**src/hdl/mtk_pkg.sv**
```systemverilog
// ----------------------------------------------------------------------------
// mtk_pkg
// Shared types, key codes, letter-group tables and result layout for the
// multi-tap keypad text entry block.
// ----------------------------------------------------------------------------
package mtk_pkg;

    localparam int TEXT_CAPACITY_DEFAULT = 32;

    localparam logic [7:0] KEY_BACKSPACE = 8'd16;
    localparam logic [7:0] KEY_ENTER     = 8'd17;

    localparam int CFG_INDEX_W = 2;
    localparam logic [CFG_INDEX_W-1:0] CFG_MIN_GAP    = 2'd0;
    localparam logic [CFG_INDEX_W-1:0] CFG_TAP_WINDOW = 2'd1;

    localparam logic [31:0] MIN_GAP_RESET    = 32'd100000;
    localparam logic [31:0] TAP_WINDOW_RESET = 32'd1000000;

    localparam int GROUP_COUNT = 16;
    localparam int GROUP_MAX   = 5;

    typedef enum logic [2:0] {
        ACT_IGNORED  = 3'd0,
        ACT_REPLACED = 3'd1,
        ACT_APPENDED = 3'd2,
        ACT_DELETED  = 3'd3,
        ACT_DONE     = 3'd4,
        ACT_REJECTED = 3'd5
    } action_t;

    typedef struct packed {
        action_t     action;
        logic [4:0]  edit_position;
        logic [7:0]  written_char;
        logic [4:0]  text_length;
    } result_t;

    localparam logic [2:0] GROUP_LEN [GROUP_COUNT] = '{
        3'd1, 3'd1, 3'd4, 3'd4, 3'd4, 3'd4, 3'd4, 3'd5,
        3'd4, 3'd5, 3'd1, 3'd1, 3'd1, 3'd1, 3'd1, 3'd1
    };

    localparam logic [7:0] GROUP_CHARS [GROUP_COUNT][GROUP_MAX] = '{
        '{"0", 8'd0, 8'd0, 8'd0, 8'd0},
        '{"1", 8'd0, 8'd0, 8'd0, 8'd0},
        '{"2", "a", "b", "c", 8'd0},
        '{"3", "d", "e", "f", 8'd0},
        '{"4", "g", "h", "i", 8'd0},
        '{"5", "j", "k", "l", 8'd0},
        '{"6", "m", "n", "o", 8'd0},
        '{"7", "p", "q", "r", "s"},
        '{"8", "t", "u", "v", 8'd0},
        '{"9", "w", "x", "y", "z"},
        '{"+", 8'd0, 8'd0, 8'd0, 8'd0},
        '{"-", 8'd0, 8'd0, 8'd0, 8'd0},
        '{"*", 8'd0, 8'd0, 8'd0, 8'd0},
        '{"/", 8'd0, 8'd0, 8'd0, 8'd0},
        '{"x", 8'd0, 8'd0, 8'd0, 8'd0},
        '{"y", 8'd0, 8'd0, 8'd0, 8'd0}
    };

    function automatic logic [7:0] group_char(input logic [3:0] group,
                                              input logic [2:0] idx);
        logic [7:0] ch;
        ch = 8'd0;
        if (idx < 3'(GROUP_MAX))
        begin
            ch = GROUP_CHARS[group][idx];
        end
        return ch;
    endfunction

endpackage

```
**src/hdl/mtk_cfg_regs.sv**
```systemverilog
// ----------------------------------------------------------------------------
// mtk_cfg_regs
// Configuration registers: minimum press gap and tap window, in ticks.
// ----------------------------------------------------------------------------
module mtk_cfg_regs (
    input  logic                             clk,
    input  logic                             rst_n,
    input  logic                             cfg_valid,
    output logic                             cfg_ready,
    input  logic [mtk_pkg::CFG_INDEX_W-1:0]  cfg_index,
    input  logic [31:0]                      cfg_data,
    output logic [31:0]                      min_gap,
    output logic [31:0]                      tap_window
);

    logic [31:0] min_gap_reg;
    logic [31:0] tap_window_reg;

    assign cfg_ready  = 1'b1;
    assign min_gap    = min_gap_reg;
    assign tap_window = tap_window_reg;

    always_ff @(posedge clk or negedge rst_n)
    begin
        if (!rst_n)
        begin
            min_gap_reg    <= mtk_pkg::MIN_GAP_RESET;
            tap_window_reg <= mtk_pkg::TAP_WINDOW_RESET;
        end
        else if (cfg_valid)
        begin
            if (cfg_index == mtk_pkg::CFG_MIN_GAP)
            begin
                min_gap_reg <= cfg_data;
            end
            else if (cfg_index == mtk_pkg::CFG_TAP_WINDOW)
            begin
                tap_window_reg <= cfg_data;
            end
        end
    end

endmodule

```
**src/hdl/mtk_step.sv**
```systemverilog
// ----------------------------------------------------------------------------
// mtk_step
// Decision logic for one key press: gap test, key decode, repeat test and
// letter lookup, giving the result and the next editor state.
// ----------------------------------------------------------------------------
module mtk_step #(
    parameter int TEXT_CAPACITY = mtk_pkg::TEXT_CAPACITY_DEFAULT,
    localparam int CUR_W = $clog2(TEXT_CAPACITY)
) (
    input  logic [7:0]        key_code,
    input  logic [31:0]       press_time,
    input  logic [CUR_W-1:0]  cursor,
    input  logic [2:0]        tap_index,
    input  logic [4:0]        last_key,
    input  logic [31:0]       last_time,
    input  logic [31:0]       min_gap,
    input  logic [31:0]       tap_window,
    output mtk_pkg::result_t  result,
    output logic              update,
    output logic [CUR_W-1:0]  cursor_next,
    output logic [2:0]        tap_next,
    output logic [4:0]        key_next
);

    logic [31:0]       elapsed;
    logic              too_close;
    logic              repeat_tap;
    logic              full;
    logic [2:0]        tap_inc;
    logic [2:0]        grp_len;
    logic [CUR_W-1:0]  cursor_dec;
    logic [CUR_W-1:0]  pos;
    logic [CUR_W+4:0]  pos_ext;
    logic [CUR_W+4:0]  len_ext;
    mtk_pkg::action_t  act;
    logic [7:0]        wchar;

    assign elapsed    = press_time - last_time;
    assign too_close  = elapsed < min_gap;
    assign repeat_tap = (cursor != '0) && (key_code == {3'd0, last_key})
                        && (elapsed <= tap_window);
    assign full       = cursor == CUR_W'(TEXT_CAPACITY - 1);
    assign grp_len    = mtk_pkg::GROUP_LEN[key_code[3:0]];
    assign tap_inc    = (tap_index + 3'd1 < grp_len) ? tap_index + 3'd1 : 3'd0;
    assign cursor_dec = (cursor != '0) ? cursor - 1'b1 : '0;

    always_comb
    begin
        act         = mtk_pkg::ACT_IGNORED;
        wchar       = 8'd0;
        pos         = cursor;
        update      = 1'b0;
        cursor_next = cursor;
        tap_next    = tap_index;
        key_next    = last_key;
        priority if (key_code == mtk_pkg::KEY_ENTER)
        begin
            act = mtk_pkg::ACT_DONE;
        end
        else if (too_close)
        begin
            act = mtk_pkg::ACT_IGNORED;
        end
        else if (key_code > mtk_pkg::KEY_ENTER)
        begin
            act = mtk_pkg::ACT_REJECTED;
        end
        else if (key_code == mtk_pkg::KEY_BACKSPACE)
        begin
            act         = mtk_pkg::ACT_DELETED;
            pos         = cursor_dec;
            update      = 1'b1;
            cursor_next = cursor_dec;
            tap_next    = 3'd0;
            key_next    = key_code[4:0];
        end
        else if (repeat_tap)
        begin
            act      = mtk_pkg::ACT_REPLACED;
            wchar    = mtk_pkg::group_char(key_code[3:0], tap_inc);
            pos      = cursor - 1'b1;
            update   = 1'b1;
            tap_next = tap_inc;
        end
        else if (full)
        begin
            act = mtk_pkg::ACT_REJECTED;
        end
        else
        begin
            act         = mtk_pkg::ACT_APPENDED;
            wchar       = mtk_pkg::group_char(key_code[3:0], 3'd0);
            update      = 1'b1;
            cursor_next = cursor + 1'b1;
            tap_next    = 3'd0;
            key_next    = key_code[4:0];
        end
    end

    assign pos_ext = {5'd0, pos};
    assign len_ext = {5'd0, cursor_next};
    assign result  = {act, pos_ext[4:0], wchar, len_ext[4:0]};

endmodule

```
**src/hdl/multitap_keypad_text_entry.sv**
```systemverilog
// ----------------------------------------------------------------------------
// multitap_keypad_text_entry
// Multi-tap text entry from timestamped key presses. Each press yields one
// result naming the edit made; the text itself is rebuilt downstream from
// the stream of positions and characters.
//
//   channel   signals                                    direction
//   in        in_valid/in_ready, key_code, press_time    into block
//   out       out_valid/out_ready, action, edit_position,
//             written_char, text_length                  out of block
//   cfg       cfg_valid/cfg_ready, cfg_index, cfg_data   into block
//
// One press per cycle sustained while out_ready allows; a press goes from the
// input register through the single decision pass on the editor state to the result register.
// Reset clears the editor state and loads the configuration defaults; no
// clearing pass is needed. A stalled result holds the input register, and
// the input side stalls only when both registers are full.
// ----------------------------------------------------------------------------
module multitap_keypad_text_entry #(
    parameter int TEXT_CAPACITY = mtk_pkg::TEXT_CAPACITY_DEFAULT
) (
    input  logic                             clk,
    input  logic                             rst_n,
    input  logic                             in_valid,
    output logic                             in_ready,
    input  logic [7:0]                       key_code,
    input  logic [31:0]                      press_time,
    output logic                             out_valid,
    input  logic                             out_ready,
    output logic [2:0]                       action,
    output logic [4:0]                       edit_position,
    output logic [7:0]                       written_char,
    output logic [4:0]                       text_length,
    input  logic                             cfg_valid,
    output logic                             cfg_ready,
    input  logic [mtk_pkg::CFG_INDEX_W-1:0]  cfg_index,
    input  logic [31:0]                      cfg_data
);

    localparam int CUR_W = $clog2(TEXT_CAPACITY);

    logic [31:0]       min_gap;
    logic [31:0]       tap_window;

    logic              s1_valid_reg;
    logic [7:0]        s1_key_reg;
    logic [31:0]       s1_time_reg;
    logic              out_valid_reg;
    mtk_pkg::result_t  result_reg;

    logic [CUR_W-1:0]  cursor_reg;
    logic [2:0]        tap_index_reg;
    logic [4:0]        last_key_reg;
    logic [31:0]       last_time_reg;

    mtk_pkg::result_t  result_next;
    logic              update;
    logic [CUR_W-1:0]  cursor_next;
    logic [2:0]        tap_next;
    logic [4:0]        key_next;
    logic              advance;

    mtk_cfg_regs u_cfg (
        .clk        (clk),
        .rst_n      (rst_n),
        .cfg_valid  (cfg_valid),
        .cfg_ready  (cfg_ready),
        .cfg_index  (cfg_index),
        .cfg_data   (cfg_data),
        .min_gap    (min_gap),
        .tap_window (tap_window)
    );

    mtk_step #(
        .TEXT_CAPACITY (TEXT_CAPACITY)
    ) u_step (
        .key_code    (s1_key_reg),
        .press_time  (s1_time_reg),
        .cursor      (cursor_reg),
        .tap_index   (tap_index_reg),
        .last_key    (last_key_reg),
        .last_time   (last_time_reg),
        .min_gap     (min_gap),
        .tap_window  (tap_window),
        .result      (result_next),
        .update      (update),
        .cursor_next (cursor_next),
        .tap_next    (tap_next),
        .key_next    (key_next)
    );

    assign advance  = s1_valid_reg && (!out_valid_reg || out_ready);
    assign in_ready = !s1_valid_reg || advance;

    always_ff @(posedge clk or negedge rst_n)
    begin
        if (!rst_n)
        begin
            s1_valid_reg  <= 1'b0;
            out_valid_reg <= 1'b0;
            cursor_reg    <= '0;
            tap_index_reg <= 3'd0;
            last_key_reg  <= 5'd0;
            last_time_reg <= 32'd0;
        end
        else
        begin
            if (in_ready)
            begin
                s1_valid_reg <= in_valid;
            end
            if (advance)
            begin
                out_valid_reg <= 1'b1;
            end
            else if (out_ready)
            begin
                out_valid_reg <= 1'b0;
            end
            if (advance && update)
            begin
                cursor_reg    <= cursor_next;
                tap_index_reg <= tap_next;
                last_key_reg  <= key_next;
                last_time_reg <= s1_time_reg;
            end
        end
    end

    always_ff @(posedge clk)
    begin
        if (in_valid && in_ready)
        begin
            s1_key_reg  <= key_code;
            s1_time_reg <= press_time;
        end
        if (advance)
        begin
            result_reg <= result_next;
        end
    end

    assign out_valid     = out_valid_reg;
    assign action        = result_reg.action;
    assign edit_position = result_reg.edit_position;
    assign written_char  = result_reg.written_char;
    assign text_length   = result_reg.text_length;

endmodule

```
**config.mk**
```make
export PLATFORM = sky130hd
export DESIGN_NAME = multitap_keypad_text_entry
export DESIGN_NICKNAME = d
export VERILOG_FILES = /design/src/hdl/mtk_pkg.sv /design/src/hdl/mtk_cfg_regs.sv /design/src/hdl/mtk_step.sv /design/src/hdl/multitap_keypad_text_entry.sv
export SDC_FILE = /design/constraint.sdc
export NUM_CORES = 1
export LEC_CHECK = 0
export BUFFER_PORTS_ARGS = -buffer_cell sky130_fd_sc_hd__buf_2
export CAP_MARGIN = 40
export CORE_ASPECT_RATIO = 1.1
export CORE_MARGIN = 3
export CORE_UTILIZATION = 40
export DETAILED_ROUTE_END_ITERATION = 6
export PLACE_DENSITY = 0.6
export SYNTH_ARGS = -nofsm -noshare
export SYNTH_HDL_FRONTEND = slang
export SYNTH_HIERARCHICAL = 1
export SYNTH_SLANG_ARGS = --single-unit
```
**constraint.sdc**
```tcl
create_clock -name clk -period 7.35 [get_ports clk]
set_input_delay 0 -clock clk [delete_from_list [all_inputs] [get_ports clk]]
set_output_delay 0 -clock clk [all_outputs]
set_load 0.02 [all_outputs]
```
==> results.yml <==
yosys:
  ys_types: 74
  synth_fp_nets: 1159
  async_flop_share: 0.645
  synthCells: 972
  synth-seq-cells: 172
  synth_ff_type: "dfrtp_1"
  synth_area_per_cell_um2: 11.1
  yosysWarnings: 6
  synth_edf_count: 61
  ys_seq_area_frac: 0.427
  syn_area_um2: 10800
grt:
  grt_pass1_wl_um: 38500
  grt_pass1_vias: 7712
  grt_max_degree: 43
  grt_overflow: 0
  grt_use_total: 0.167
  antenna_found_initial: 0
route:
  vias_per_cell: 5.08
  drt-total-wl_um: 23700
  wl_per_cell_um: 15.7
  drtAntennaViolNets: 0
  drt_iter0_markers: 294
  drc_errors: 0
  drtPass1Iterations: 4
  vias: 7656
layout:
  layout_common_cells: "120 x inv_1, 107 x ha_1, 101 x buf_2"
  multiInputGateArea_um2: 5460
  stdcell_count: 1508
  diodes: 0
  layout-drive-gt1-share: 0.239
  nFillCells: 2439
  seq_area_um2: 4630
  final_core_util: 0.493
  area_growth_pct: 20.1
  final_nets: 1330
  final_common_cell: "inv_1"
cts:
  clockRootBuffer: "clkbuf_16"
  post-cts-setup-buffer-count: 0
  cts.sinks: 172
  worstSkewPairLatency_ns: 0.43
  cts_max_level: 4
  numCtsBuffers: 17
  holdBufCountCts: 76
  cts_tree: "yes"
  clockBufferDepth: 2
  cts_resized: 0
  clk_pin_slew_worst_paths_ns: 0.06
worst_setup_path:
  critPathLaunch: "s1_time_reg[0]"
  ff2ff_path_depth: 24
  critical_path_class: "reg2reg"
  reg2reg_to: "last_key_reg[2]"
  cp-start-kind: "register"
  worstSetupEndpointType: "register"
  worstPathRequired_ns: 7.66
  r2r_start: "s1_time_reg[0]"
  r2r_setup_slack_ns: 0.68
  arrival_ns: 6.98
  critPathMaxFanout: 26
  crit_end: "last_key_reg[2]"
timing:
  finalCriticalPeriod_ns: 6.67
  fin_setup_tns_ns: 0
  slew_headroom: 0.469
  fmax_ghz: 0.150
  rsz0062_at_grt: "false"
  worst_clock_skew_ns: 0.0112
  fin_crit_sh: 0.908
  finalMaxSlewViolations: 0
  hold_violations: 0
  tightest_slew_ns: 0.791
  timing.hold.ws_ns: 0.141
  setup_viol: 0
die:
  dieArea_um2: 29100
  die_h_um: 179
  rows: 62
  ios: 103
  core_um2: 26400
  die_w_um: 163
  start_util: 0.410
power_and_ir_drop:
  power.density_nw_per_um2: 319
  power_w: 0.00414
  leakagePower_nw: 5.89
  ir_worst_vdd_v: 0.000148
place:
  port_buffers: 101
  dp.cells: 1400
  dp_hpwl_um: 17300
  gp_congestion: 0.880
status:
  status: "finished, final reports clean"
job:
  maxCapViolCount: 0
worst_hold_path:
  holdCritPathClass: "in2async"
-- kinds of logic (layout without fill, tap and decap cells) --
kind of cell,count (synthesis),count (layout),share of synthesized area
AND/OR/NAND/NOR,182,182,0.0912
XOR/XNOR,36,36,0.0291
adder cells (fa/ha/maj),108,108,0.126
flip-flops,172,172,0.427
AO/OA/AOI/OAI,200,200,0.122
buffers and inverters,154,338,0.0678
other,2,2,0.000694
multiplexers,118,118,0.136
-- metrics by stage --
| stage | setup WS, ns | instance area, um2 |
|---|---|---|
| 2_1_floorplan | 1.94 | 10800 |
| 3_3_place_gp | 0.976 | 11500 |
| 3_5_place_dp | 0.674 | 11600 |
| 4_1_cts | 0.646 | 13000 |
| 5_1_grt | 0.270 | 13000 |
| 6_report | 0.679 | 13000 |
-- layout make-up --
class | instances | share of cell area
well taps | 352 | 0.0339
clock buffers | 25 | 0.0424
clock inverters | 7 | 0.00558
flip-flops and latches | 172 | 0.356
repair buffers | 186 | 0.107
inverters | 120 | 0.0347
multi-input cells | 646 | 0.420
-- synthesized netlist by cell type (all sizes together) (8+ instances only) --
library cell / n / area share
a211oi: 9 / 0.0067
a21o: 23 / 0.016
a21oi: 55 / 0.025
and3: 8 / 0.0051
buf: 21 / 0.019
clkbuf: 13 / 0.0073
dfrtp: 98 / 0.23
dfstp: 13 / 0.032
edfxtp: 61 / 0.17
ha: 107 / 0.12
inv: 120 / 0.042
mux2: 113 / 0.13
nand2: 38 / 0.013
nand2b: 11 / 0.0071
nand3: 18 / 0.0088
nand4: 10 / 0.0058
nor2: 34 / 0.012
nor2b: 13 / 0.0075
nor3: 17 / 0.0083
o21ai: 41 / 0.019
xnor2: 30 / 0.024
-- per-layer routing --
layer,share of wire,track usage,vias to the layer above
li1,-,-,3833
met1,0.48,0.223,3645
met2,0.47,0.280,152
met3,0.031,0.0235,26
met4,0.019,0.0532,0
met5,0,0,-
-- how the worst min path moves through the flow --
| stage | startpoint | to | slack [ns] | cells past startpoint |
|---|---|---|---|---|
| final | rst_n | last_time_reg[3] | 0.14 | 2 |
| after global routing | rst_n | u_cfg/tap_window[3] | 0.19 | 2 |
| after CTS | rst_n | u_cfg/tap_window[2] | 0.15 | 2 |
| after detailed placement | rst_n | last_time_reg[6] | 0.05 | 1 |
| after global placement | rst_n | last_time_reg[3] | 0.05 | 1 |
| after floorplan | rst_n | cursor_reg[0] | -0.30 | 0 |
-- report_power, final --
group          switching [W]  leakage, nW  total [W]  internal, W
registers          0.0000939         1.95    0.00128      0.00118
logic                0.00103         3.64    0.00193     0.000895
clock network       0.000380        0.300   0.000938     0.000558
total                0.00151         5.89    0.00414      0.00264
-- critical path, stage by stage (launching register included) --
cell and delay [ns]:
edfxtp_1 0.38, inv_1 0.07, ha_1 0.15, inv_1 0.05, fa_1 0.41, a211oi_1 0.27, o21bai_1 0.14, and4_1 0.25
a211oi_2 0.33, o31a_1 0.25, o31a_1 0.21, a2111oi_4 0.10, o41ai_1 0.39, xnor2_1 0.16, ha_1 0.32, and4_1 0.21
and3_1 0.19, o2111ai_1 0.11, a41oi_1 0.19, a211oi_1 0.16, or3_1 0.64, a21oi_1 0.39, and3_4 0.52, buf_12 0.27
mux2_2 0.36
(Power assumes the default switching activity.)
